File: src/sv/nmcf_pkg.sv
// Shared widths and codes for the network-management channel state machine.
package nmcf_pkg;

  localparam int MODE_W     = 3;
  localparam int CHAN_W     = 8;
  localparam int CSTATE_W   = 3;
  localparam int CFG_IDX_W  = 2;
  localparam int CFG_DATA_W = 16;
  localparam int ACTIVE_W   = 4;
  localparam int RELOAD_W   = 16;

  localparam logic [CSTATE_W-1:0] ST_BUS_SLEEP   = 3'd0;
  localparam logic [CSTATE_W-1:0] ST_PREP_SLEEP  = 3'd1;
  localparam logic [CSTATE_W-1:0] ST_READY_SLEEP = 3'd2;
  localparam logic [CSTATE_W-1:0] ST_NORMAL      = 3'd3;
  localparam logic [CSTATE_W-1:0] ST_REPEAT      = 3'd4;

  localparam logic [MODE_W-1:0] EV_REQUEST = 3'd0;
  localparam logic [MODE_W-1:0] EV_RELEASE = 3'd1;
  localparam logic [MODE_W-1:0] EV_QUERY   = 3'd2;
  localparam logic [MODE_W-1:0] EV_START   = 3'd3;
  localparam logic [MODE_W-1:0] EV_TICK    = 3'd4;

  localparam logic [CFG_IDX_W-1:0] CFG_ACTIVE  = 2'd0;
  localparam logic [CFG_IDX_W-1:0] CFG_TIMEOUT = 2'd1;
  localparam logic [CFG_IDX_W-1:0] CFG_REPEAT  = 2'd2;

  localparam logic [ACTIVE_W-1:0] ACTIVE_RST  = 4'd1;
  localparam logic [RELOAD_W-1:0] TIMEOUT_RST = 16'd100;
  localparam logic [RELOAD_W-1:0] REPEAT_RST  = 16'd10;

endpackage

File: src/sv/nmcf_if.sv
// Valid/ready channel interfaces: event requests, results and register writes.
interface nmcf_req_if;
  logic                        valid;
  logic                        ready;
  logic [nmcf_pkg::MODE_W-1:0] mode;
  logic [nmcf_pkg::CHAN_W-1:0] channel;
  modport source (output valid, mode, channel, input ready);
  modport sink (input valid, mode, channel, output ready);
endinterface

interface nmcf_rsp_if;
  logic                          valid;
  logic                          ready;
  logic                          status;
  logic [nmcf_pkg::CSTATE_W-1:0] chan_state;
  logic                          net_mode;
  modport source (output valid, status, chan_state, net_mode, input ready);
  modport sink (input valid, status, chan_state, net_mode, output ready);
endinterface

interface nmcf_cfg_if;
  logic                            valid;
  logic                            ready;
  logic [nmcf_pkg::CFG_IDX_W-1:0]  index;
  logic [nmcf_pkg::CFG_DATA_W-1:0] data;
  modport source (output valid, index, data, input ready);
  modport sink (input valid, index, data, output ready);
endinterface

File: src/sv/network_mgmt_channel_fsm.sv
// Network-management channel state machine: per-channel state held in one RAM.
//
//   channel  | dir | payload              | transfer when
//   req_ch   | in  | mode, channel        | valid && ready
//   rsp_ch   | out | status, chan_state,  | valid && ready
//            |     | net_mode             |
//   cfg_ch   | in  | index, data          | valid && ready (ready tied high)
//
// Events pass from transfer through the event state to the result register; an
// invalid channel skips it. A tick sweeps the active channels: the sweep reads
// one entry and writes back the previous one each cycle via the single channel RAM.
// req_ch is ready again the cycle after the result register loads.
// Reset: synchronous; entries read as bus sleep until first written.
// A stalled result holds the engine in its result state; req_ch waits until idle.
module network_mgmt_channel_fsm #(
  parameter int MAX_CHANNELS = 8,
  parameter int TIMER_BITS   = 16
) (
  input logic      clk,
  input logic      rst,
  nmcf_req_if.sink   req_ch,
  nmcf_rsp_if.source rsp_ch,
  nmcf_cfg_if.sink   cfg_ch
);

  localparam int CH_W  = (MAX_CHANNELS > 1) ? $clog2(MAX_CHANNELS) : 1;
  localparam int CNT_W = $clog2(MAX_CHANNELS + 1);

  typedef struct packed {
    logic [nmcf_pkg::CSTATE_W-1:0] st;
    logic                          flag;
    logic [TIMER_BITS-1:0]         tmr;
  } entry_t;

  typedef enum logic [3:0] {
    S_IDLE   = 4'b0001,
    S_EVENT  = 4'b0010,
    S_SWEEP  = 4'b0100,
    S_RESULT = 4'b1000
  } fsm_t;

  fsm_t state, state_next;

  logic [nmcf_pkg::ACTIVE_W-1:0] active_channels;
  logic [nmcf_pkg::RELOAD_W-1:0] timeout_ticks;
  logic [nmcf_pkg::RELOAD_W-1:0] repeat_ticks;

  entry_t                mem [MAX_CHANNELS];
  logic [MAX_CHANNELS-1:0] vld;
  entry_t                rd_data;
  logic                  rd_vld;
  logic [CH_W-1:0]       rd_addr;
  logic                  mem_we;
  logic [CH_W-1:0]       mem_waddr;
  entry_t                mem_wdata;

  logic [nmcf_pkg::MODE_W-1:0]   cur_mode;
  logic [CH_W-1:0]               cur_idx;
  logic                          cur_ok;
  logic [CH_W-1:0]               idx;
  logic                          res_status;
  logic [nmcf_pkg::CSTATE_W-1:0] res_state;

  logic                          out_valid;
  logic                          out_status;
  logic [nmcf_pkg::CSTATE_W-1:0] out_state;

  logic [CNT_W-1:0]      live;
  logic                  req_ok;
  logic                  req_xfer;
  logic                  out_free;
  logic                  last;
  logic [TIMER_BITS-1:0] reload;
  logic [TIMER_BITS-1:0] rpt_reload;
  logic [TIMER_BITS-1:0] t1;
  entry_t                rd_entry;
  entry_t                tick_entry;
  entry_t                ev_entry;

  assign live = (active_channels < MAX_CHANNELS) ? CNT_W'(active_channels)
                                                 : CNT_W'(MAX_CHANNELS);
  assign req_ok     = ({1'b0, req_ch.channel} < (nmcf_pkg::CHAN_W + 1)'(live));
  assign req_xfer   = req_ch.valid && req_ch.ready;
  assign out_free   = !out_valid || rsp_ch.ready;
  assign last       = (CNT_W'(idx) + CNT_W'(1)) == live;
  assign reload     = TIMER_BITS'(timeout_ticks);
  assign rpt_reload = TIMER_BITS'(repeat_ticks);

  assign req_ch.ready      = (state == S_IDLE);
  assign cfg_ch.ready      = 1'b1;
  assign rsp_ch.valid      = out_valid;
  assign rsp_ch.status     = out_status;
  assign rsp_ch.chan_state = out_state;
  assign rsp_ch.net_mode   = (out_state != nmcf_pkg::ST_BUS_SLEEP);

  always_ff @(posedge clk) begin
    if (rst) begin
      active_channels <= nmcf_pkg::ACTIVE_RST;
      timeout_ticks   <= nmcf_pkg::TIMEOUT_RST;
      repeat_ticks    <= nmcf_pkg::REPEAT_RST;
    end else if (cfg_ch.valid && cfg_ch.ready) begin
      case (cfg_ch.index)
        nmcf_pkg::CFG_ACTIVE:  active_channels <= cfg_ch.data[nmcf_pkg::ACTIVE_W-1:0];
        nmcf_pkg::CFG_TIMEOUT: timeout_ticks <= cfg_ch.data;
        nmcf_pkg::CFG_REPEAT:  repeat_ticks <= cfg_ch.data;
        default: ;
      endcase
    end
  end

  // channel RAM, registered read
  always_ff @(posedge clk) begin
    rd_data <= mem[rd_addr];
    if (mem_we) begin
      mem[mem_waddr] <= mem_wdata;
    end
  end

  always_ff @(posedge clk) begin
    if (rst) begin
      vld    <= '0;
      rd_vld <= 1'b0;
    end else begin
      rd_vld <= vld[rd_addr];
      if (mem_we) begin
        vld[mem_waddr] <= 1'b1;
      end
    end
  end

  assign rd_entry = rd_vld ? rd_data : '0;

  always_comb begin
    unique case (state)
      S_IDLE:  rd_addr = (req_ch.mode == nmcf_pkg::EV_TICK) ? '0
                                                            : req_ch.channel[CH_W-1:0];
      S_SWEEP: rd_addr = idx + CH_W'(1);
      default: rd_addr = idx;
    endcase
  end

  always_comb begin
    t1         = rd_entry.tmr - TIMER_BITS'(rd_entry.tmr != '0);
    tick_entry = rd_entry;
    tick_entry.tmr = t1;
    case (rd_entry.st)
      nmcf_pkg::ST_REPEAT: begin
        if (t1 == '0) begin
          tick_entry.st  = nmcf_pkg::ST_NORMAL;
          tick_entry.tmr = reload;
        end
      end
      nmcf_pkg::ST_NORMAL: begin
        if (!rd_entry.flag) begin
          tick_entry.st  = nmcf_pkg::ST_READY_SLEEP;
          tick_entry.tmr = reload;
        end else if (t1 == '0) begin
          tick_entry.tmr = reload;
        end
      end
      nmcf_pkg::ST_READY_SLEEP: begin
        if (rd_entry.flag) begin
          tick_entry.st  = nmcf_pkg::ST_NORMAL;
          tick_entry.tmr = reload;
        end else if (t1 == '0) begin
          tick_entry.st  = nmcf_pkg::ST_PREP_SLEEP;
          tick_entry.tmr = reload;
        end
      end
      nmcf_pkg::ST_PREP_SLEEP: begin
        if (rd_entry.flag) begin
          tick_entry.st  = nmcf_pkg::ST_REPEAT;
          tick_entry.tmr = rpt_reload;
        end else if (t1 == '0) begin
          tick_entry.st = nmcf_pkg::ST_BUS_SLEEP;
        end
      end
      default: ;
    endcase
  end

  always_comb begin
    ev_entry = rd_entry;
    case (cur_mode)
      nmcf_pkg::EV_REQUEST: begin
        ev_entry.flag = 1'b1;
        if (rd_entry.st == nmcf_pkg::ST_BUS_SLEEP || rd_entry.st == nmcf_pkg::ST_PREP_SLEEP) begin
          ev_entry.st  = nmcf_pkg::ST_REPEAT;
          ev_entry.tmr = rpt_reload;
        end
      end
      nmcf_pkg::EV_RELEASE: ev_entry.flag = 1'b0;
      nmcf_pkg::EV_START: begin
        if (rd_entry.st == nmcf_pkg::ST_BUS_SLEEP) begin
          ev_entry.st  = nmcf_pkg::ST_REPEAT;
          ev_entry.tmr = rpt_reload;
        end
      end
      default: ;
    endcase
  end

  always_comb begin
    mem_we    = 1'b0;
    mem_waddr = idx;
    mem_wdata = tick_entry;
    unique case (state)
      S_EVENT: begin
        mem_we    = 1'b1;
        mem_waddr = cur_idx;
        mem_wdata = ev_entry;
      end
      S_SWEEP: mem_we = 1'b1;
      default: ;
    endcase
  end

  always_comb begin
    state_next = state;
    unique case (state)
      S_IDLE: begin
        if (req_xfer) begin
          if (req_ch.mode == nmcf_pkg::EV_TICK) begin
            state_next = (live != '0) ? S_SWEEP : S_RESULT;
          end else begin
            state_next = req_ok ? S_EVENT : S_RESULT;
          end
        end
      end
      S_EVENT: state_next = S_RESULT;
      S_SWEEP: begin
        if (last) begin
          state_next = S_RESULT;
        end
      end
      S_RESULT: begin
        if (out_free) begin
          state_next = S_IDLE;
        end
      end
      default: state_next = S_IDLE;
    endcase
  end

  always_ff @(posedge clk) begin
    if (rst) begin
      state <= S_IDLE;
    end else begin
      state <= state_next;
    end
  end

  always_ff @(posedge clk) begin
    unique case (state)
      S_IDLE: begin
        if (req_xfer) begin
          cur_mode   <= req_ch.mode;
          cur_idx    <= req_ch.channel[CH_W-1:0];
          cur_ok     <= req_ok;
          idx        <= '0;
          res_status <= !req_ok && (req_ch.mode != nmcf_pkg::EV_TICK);
          res_state  <= nmcf_pkg::ST_BUS_SLEEP;
        end
      end
      S_EVENT: res_state <= ev_entry.st;
      S_SWEEP: begin
        if (cur_ok && idx == cur_idx) begin
          res_state <= tick_entry.st;
        end
        idx <= idx + CH_W'(1);
      end
      default: ;
    endcase
  end

  always_ff @(posedge clk) begin
    if (rst) begin
      out_valid <= 1'b0;
    end else begin
      if (out_valid && rsp_ch.ready) begin
        out_valid <= 1'b0;
      end
      if (state == S_RESULT && out_free) begin
        out_valid <= 1'b1;
      end
    end
  end

  always_ff @(posedge clk) begin
    if (state == S_RESULT && out_free) begin
      out_status <= res_status;
      out_state  <= res_state;
    end
  end

  a_sweep_in_range: assert property (@(posedge clk) disable iff (rst)
    state == S_SWEEP |-> CNT_W'(idx) < live)
    else $error("sweep index beyond active channels");

  a_ram_write_phase: assert property (@(posedge clk) disable iff (rst)
    mem_we |-> (state == S_EVENT || state == S_SWEEP))
    else $error("channel RAM written outside event or sweep");

  a_not_ok_result: assert property (@(posedge clk) disable iff (rst)
    rsp_ch.valid && rsp_ch.status |-> rsp_ch.chan_state == nmcf_pkg::ST_BUS_SLEEP)
    else $error("not-ok result carries a channel state");

  a_result_load: assert property (@(posedge clk) disable iff (rst)
    state == S_RESULT && out_free |=> rsp_ch.valid && state == S_IDLE)
    else $error("result not loaded into output register");

endmodule
File: src/flat_wrapper.sv
// flat-port wrapper written by rule: the top's interface ports become plain ports
module network_mgmt_channel_fsm_flat 
#(
  parameter int MAX_CHANNELS = 8,
  parameter int TIMER_BITS   = 16
)
  (clk, rst, req_ch_valid, req_ch_mode, req_ch_channel, req_ch_ready, rsp_ch_valid, rsp_ch_status, rsp_ch_chan_state, rsp_ch_net_mode, rsp_ch_ready, cfg_ch_valid, cfg_ch_index, cfg_ch_data, cfg_ch_ready);
  nmcf_req_if req_ch_i ();
  nmcf_rsp_if rsp_ch_i ();
  nmcf_cfg_if cfg_ch_i ();
  input logic clk;
  input logic rst;
  input wire logic [$bits(req_ch_i.valid)-1:0] req_ch_valid;
  input wire logic [$bits(req_ch_i.mode)-1:0] req_ch_mode;
  input wire logic [$bits(req_ch_i.channel)-1:0] req_ch_channel;
  output wire logic [$bits(req_ch_i.ready)-1:0] req_ch_ready;
  output wire logic [$bits(rsp_ch_i.valid)-1:0] rsp_ch_valid;
  output wire logic [$bits(rsp_ch_i.status)-1:0] rsp_ch_status;
  output wire logic [$bits(rsp_ch_i.chan_state)-1:0] rsp_ch_chan_state;
  output wire logic [$bits(rsp_ch_i.net_mode)-1:0] rsp_ch_net_mode;
  input wire logic [$bits(rsp_ch_i.ready)-1:0] rsp_ch_ready;
  input wire logic [$bits(cfg_ch_i.valid)-1:0] cfg_ch_valid;
  input wire logic [$bits(cfg_ch_i.index)-1:0] cfg_ch_index;
  input wire logic [$bits(cfg_ch_i.data)-1:0] cfg_ch_data;
  output wire logic [$bits(cfg_ch_i.ready)-1:0] cfg_ch_ready;
  assign req_ch_i.valid = req_ch_valid;
  assign req_ch_i.mode = req_ch_mode;
  assign req_ch_i.channel = req_ch_channel;
  assign req_ch_ready = req_ch_i.ready;
  assign rsp_ch_valid = rsp_ch_i.valid;
  assign rsp_ch_status = rsp_ch_i.status;
  assign rsp_ch_chan_state = rsp_ch_i.chan_state;
  assign rsp_ch_net_mode = rsp_ch_i.net_mode;
  assign rsp_ch_i.ready = rsp_ch_ready;
  assign cfg_ch_i.valid = cfg_ch_valid;
  assign cfg_ch_i.index = cfg_ch_index;
  assign cfg_ch_i.data = cfg_ch_data;
  assign cfg_ch_ready = cfg_ch_i.ready;
  network_mgmt_channel_fsm #(.MAX_CHANNELS(MAX_CHANNELS), .TIMER_BITS(TIMER_BITS)) u_core (.clk(clk), .rst(rst), .req_ch(req_ch_i), .rsp_ch(rsp_ch_i), .cfg_ch(cfg_ch_i));
endmodule
File: config.mk
export PLATFORM = sky130hd
export DESIGN_NAME = network_mgmt_channel_fsm_flat
export DESIGN_NICKNAME = d
export VERILOG_FILES = /design/src/sv/nmcf_pkg.sv /design/src/sv/nmcf_if.sv /design/src/sv/network_mgmt_channel_fsm.sv /design/src/flat_wrapper.sv
export SDC_FILE = /design/constraint.sdc
export NUM_CORES = 1
export LEC_CHECK = 0
export BUFFER_PORTS_ARGS = -buffer_cell sky130_fd_sc_hd__buf_2
export CAP_MARGIN = 5
export CORE_MARGIN = 2
export CORE_UTILIZATION = 56
export CTS_CLUSTER_DIAMETER = 40
export DETAILED_ROUTE_END_ITERATION = 16
export PLACE_DENSITY = 0.74
export SYNTH_ARGS = -nofsm -noshare
export SYNTH_HDL_FRONTEND = slang
export SYNTH_SLANG_ARGS = --single-unit
File: constraint.sdc
create_clock -name clk -period 3.7 [get_ports clk]
set_input_delay 0.555 -clock clk [delete_from_list [all_inputs] [get_ports clk]]
set_output_delay 0.555 -clock clk [all_outputs]
set_load 0.02 [all_outputs]
==> flow_summary.toml <==
[global_routing]
first_pass_grt_wire_length_um = 48000
gr-usage-met2_pct = 45.5
initial_antenna_violation_count = 0
groute.layer.met3.usage_pct = 4.41
first_global_vias = 8609
gr-usage-met1_pct = 39.1
gr-total-overflow = 0
grt_start_max_net_pins = 64
globalRoute.busiestLayer = "met2"
groute.usage.overall_pct = 28.3

[timing]
max_slew_margin_pct = 26.3
slew_of_the_pin_with_the_lowest_slew_margin_ns = 1.10
clock-skew-final_ns = 0.0196
fmaxAchievable_ghz = 0.281
timing.final.crit_share_pct = 96.2
final_hold_violating_endpoints = 0
hold-worst-slack_ns = 0.219
slew_violations = 0
finalSetupViolations = 0
finalCriticalPeriod_ns = 3.56

[synthesis]
synthDistinctLibCells = 81
synth.top_cell.area_share_pct = 46.2
syn_nets = 1207
synth_seq_cells = 248
synth_ff_type = "sky130_fd_sc_hd__edfxtp_1"
ys.warnings.count = 0
synth_area_leader_cell = "sky130_fd_sc_hd__edfxtp_1"
postSynthCellCount = 1167
synth.yosys.seq_area_share_pct = 58.3
avgSynthCellArea_um2 = 9.92
ys_top_cells_by_area = "sky130_fd_sc_hd__edfxtp_1 (46%), sky130_fd_sc_hd__dfxtp_1 (12%), sky130_fd_sc_hd__nand2_1 (9.9%), sky130_fd_sc_hd__nand3_1 (4.6%), sky130_fd_sc_hd__a21oi_1 (3.0%)"
synth_area_um2 = 11600
synth-edff-count = 178
ys_async_sr_fraction_pct = 0

[power]
cell_internal_power_mw = 5.87
power-per-cell-area_nw_per_um2 = 633
p_clk_share_pct = 31.3
share_comb_of_total_power_pct = 28.8
fin_total_pwr_mw = 8.67
power.share.switching_pct = 32.3
p_leak_nw = 5.06
switchingPower_mw = 2.80
max-vdd-ir-drop_v = 0.000514
power_frac_seq_pct = 39.8

[drt]
drc = 0
postRouteAntennaNets = 0
count_of_vias_placed_by_the_detailed_router = 9395
drt_iter0_drc = 821
detailed_route_wl_um = 31100
drt-wirelength-per-cell_um = 20.1
firstDrtPassIters = 7
detailed_route_vias_per_instance = 6.06

[critical_path]
reg2regPathDepth = 15
rrSetupSlack_ns = 0.14
worst-path-max-fanout = 8
critPathBufInv = 3
crit_path_kind = "reg -> reg"
critical_path.reg2reg.endpoint = "u_core.mem[5][19]"
timing.critical_path.max_delay_family = "simple AND/OR/NAND/NOR gates"
cp.required_ns = 4.00
critPathArrivalTime_ns = 3.86
cp_slowest_cell = "sky130_fd_sc_hd__or3_1"
worstSetupStartpointType = "register"
critPathCaptureType = "register"
worstPathCellList = "nor3_1 > nand4_1 > nor4_4 > nor2_1 > ha_2 > buf_4 > and3_1 > and4_1 > or3_1 > nand4_1 > nor3_4 > buf_12 > buf_4 > a21o_2 > a22oi_2"
regToRegStartpoint = "u_core.rd_data[1]"
highest_cell_delay_on_the_worst_timing_path_ns = 0.40

[layout]
finish.instance_area_um2 = 13700
multi_input_comb_area_um2 = 4600
antenna_diode_count = 0
area_growth_syn_to_layout_pct = 18.5
layout.cells.non_filler = 1551
drive_gt1_share_pct = 18.8
finish.net_count = 1299
area.sequential_um2 = 6750
fillers = 1522

[floorplanning]
placement_row_count = 52
floorplan.die.width_um = 148
fp.dieArea_um2 = 21800
pin_count = 42
core_area_um2 = 20200
floorplan.initialDensity_pct = 57.2
chipHeight_um = 148

[clock_network]
cts_tree = "yes"
cts_inserted_buffers = 29
cts_sinks = 248
clock_path_buffers = 3
cts.reportedPaths.clkPinSlew_ns = 0.06
cts.htree.levels = 1
ctsRootBufferMaster = "sky130_fd_sc_hd__clkbuf_16"
clock_insertion_delay_worst_skew_ns = 0.54

[placement]
dp_cells = 1496
placed_standard_cell_area_um2 = 12700
placement.io_buffers = 40
place_congestion = 1.04
dp_hpwl_um = 20100

[hold_path]
hold_start = "req_ch_mode[2]"
holdPathStages = 1
hold-path-endpoint = "u_core.cur_mode[2]"
hold_path.class = "in -> reg"

[outcome]
run_status = "finished clean"

[run]
cap_violations = 0
## sequential cells by signal, indices dropped and copies added, names as in the netlist
register	count
u_core.active_channels	4
u_core.cur_idx	3
u_core.cur_mode	3
u_core.cur_ok	1
u_core.idx	3
u_core.mem	160
u_core.rd_data	20
u_core.rd_vld	1
u_core.reload	16
u_core.repeat_ticks	16
u_core.res_state	3
u_core.res_status	1
u_core.rsp_ch.chan_state	3
u_core.rsp_ch.status	1
u_core.rsp_ch.valid	1
u_core.state	4
u_core.vld	8
## area by class of cell
class	count	area share, %
clock buffers	38	5.84
clock inverters	15	1.01
inverters	12	0.329
multi-input cells	830	33.6
flip-flops and latches	248	49.2
well taps	270	2.46
repair buffers	138	7.58
## per-layer routing
layer  vias up  share of wire, %
li1       4412                 -
met2       421                47
met4         0               4.2
met1      4472                41
met3        90               7.8
met5         -                 0
## cell usage after synthesis, drive strengths merged (4+ instances only)
cell type  instances
buf               15
nor3b              6
a221o              5
a31oi             10
nand2            306
dfxtp             70
a31o               6
nand3            107
and3               6
o211ai             4
o21ai             56
nand4              6
edfxtp           178
nor2b              5
a21oi             71
or3                6
inv               12
or2                5
a311oi             4
nand2b            13
ha                 6
nor4               7
a221oi            21
nand3b            10
nor3              13
nor2              63
or4                4
a211oi            11
mux2i              8
a22oi              8
o22ai              5
xnor2              8
clkbuf            62
## cell usage in the layout (no fill, tap or decap), types with 5 or more instances in the layout
cell / n
sky130_fd_sc_hd__clkinvlp_4: 5
sky130_fd_sc_hd__clkbuf_16: 30
sky130_fd_sc_hd__a31o_2: 6
sky130_fd_sc_hd__a22oi_1: 6
sky130_fd_sc_hd__a21oi_1: 67
sky130_fd_sc_hd__mux2i_1: 8
sky130_fd_sc_hd__nand3b_1: 10
sky130_fd_sc_hd__o21ai_0: 55
sky130_fd_sc_hd__nor3_1: 11
sky130_fd_sc_hd__nor2_2: 6
sky130_fd_sc_hd__a221oi_1: 17
sky130_fd_sc_hd__o22ai_1: 5
sky130_fd_sc_hd__nor2_1: 57
sky130_fd_sc_hd__nand4_1: 6
sky130_fd_sc_hd__nand2b_1: 13
sky130_fd_sc_hd__dfxtp_1: 70
sky130_fd_sc_hd__edfxtp_1: 178
sky130_fd_sc_hd__buf_12: 8
sky130_fd_sc_hd__clkinv_4: 7
sky130_fd_sc_hd__inv_1: 12
sky130_fd_sc_hd__nor3b_1: 6
sky130_fd_sc_hd__buf_2: 40
sky130_fd_sc_hd__and3_1: 6
sky130_fd_sc_hd__clkbuf_1: 6
sky130_fd_sc_hd__a211oi_1: 8
sky130_fd_sc_hd__buf_4: 89
sky130_fd_sc_hd__a31oi_1: 8
sky130_fd_sc_hd__xnor2_1: 8
sky130_fd_sc_hd__or3_1: 5
sky130_fd_sc_hd__nand2_1: 306
sky130_fd_sc_hd__nand3_1: 107
sky130_fd_sc_hd__or2_2: 5
## power groups by stage
| stage | sequential, mW | clock, mW | combinational [mW] |
|---|---|---|---|
| after CTS | 3.44 | 2.75 | 2.43 |
| after global routing | 3.47 | 2.86 | 2.72 |
| after global placement | 3.49 | 0 | 2.38 |
| after floorplan | 3.43 | 0 | 1.52 |
| final | 3.46 | 2.72 | 2.50 |
| after detailed placement | 3.49 | 0 | 2.41 |
## how the worst max path moves through the flow
| stage | start | endpoint | slack [ns] | cells after the start |
|---|---|---|---|---|
| after floorplan | u_core.rd_data[7] | u_core.mem[0][6] | 0.003 | 15 |
| after global placement | u_core.rd_data[6] | u_core.mem[7][18] | -0.02 | 14 |
| after detailed placement | u_core.rd_data[6] | u_core.mem[0][18] | -0.11 | 14 |
| after CTS | u_core.rd_data[6] | u_core.mem[3][4] | 0.01 | 17 |
| after global routing | u_core.rd_data[11] | u_core.mem[6][11] | -0.01 | 17 |
| final | u_core.rd_data[1] | u_core.mem[5][19] | 0.14 | 15 |
## logic make-up (layout without fill, tap and decap cells)
group	after synthesis	after routing	share of synthesized area (%)
adder cells (fa/ha/maj)	6	6	0.649
AO/OA/AOI/OAI	233	233	13.4
buffers and inverters	89	203	3.57
flip-flops	248	248	58.3
multiplexers	9	9	0.789
AND/OR/NAND/NOR	572	572	22.6
XOR/XNOR	9	9	0.681
other	1	1	0.0324
## metrics by stage
stage / setup WS (ns) / util [%] / setup TNS (ns)
5_1_grt: -0.0148 / 67.8 / -0.120
3_5_place_dp: -0.107 / 62.6 / -3.46
3_3_place_gp: -0.0208 / 62.6 / -0.406
6_report: 0.142 / 67.8 / 0
4_1_cts: 0.0116 / 67.3 / 0
2_1_floorplan: 0.00309 / - / 0
## repair_timing
action / in CTS / in global routing
setup buffers: 0 / 2
hold buffers: 0 / 0
gates resized for setup: 4 / 11
endpoints found under the setup margin: 80 / 145
pin swaps: 0 / 8
(Power assumes the default switching activity.)
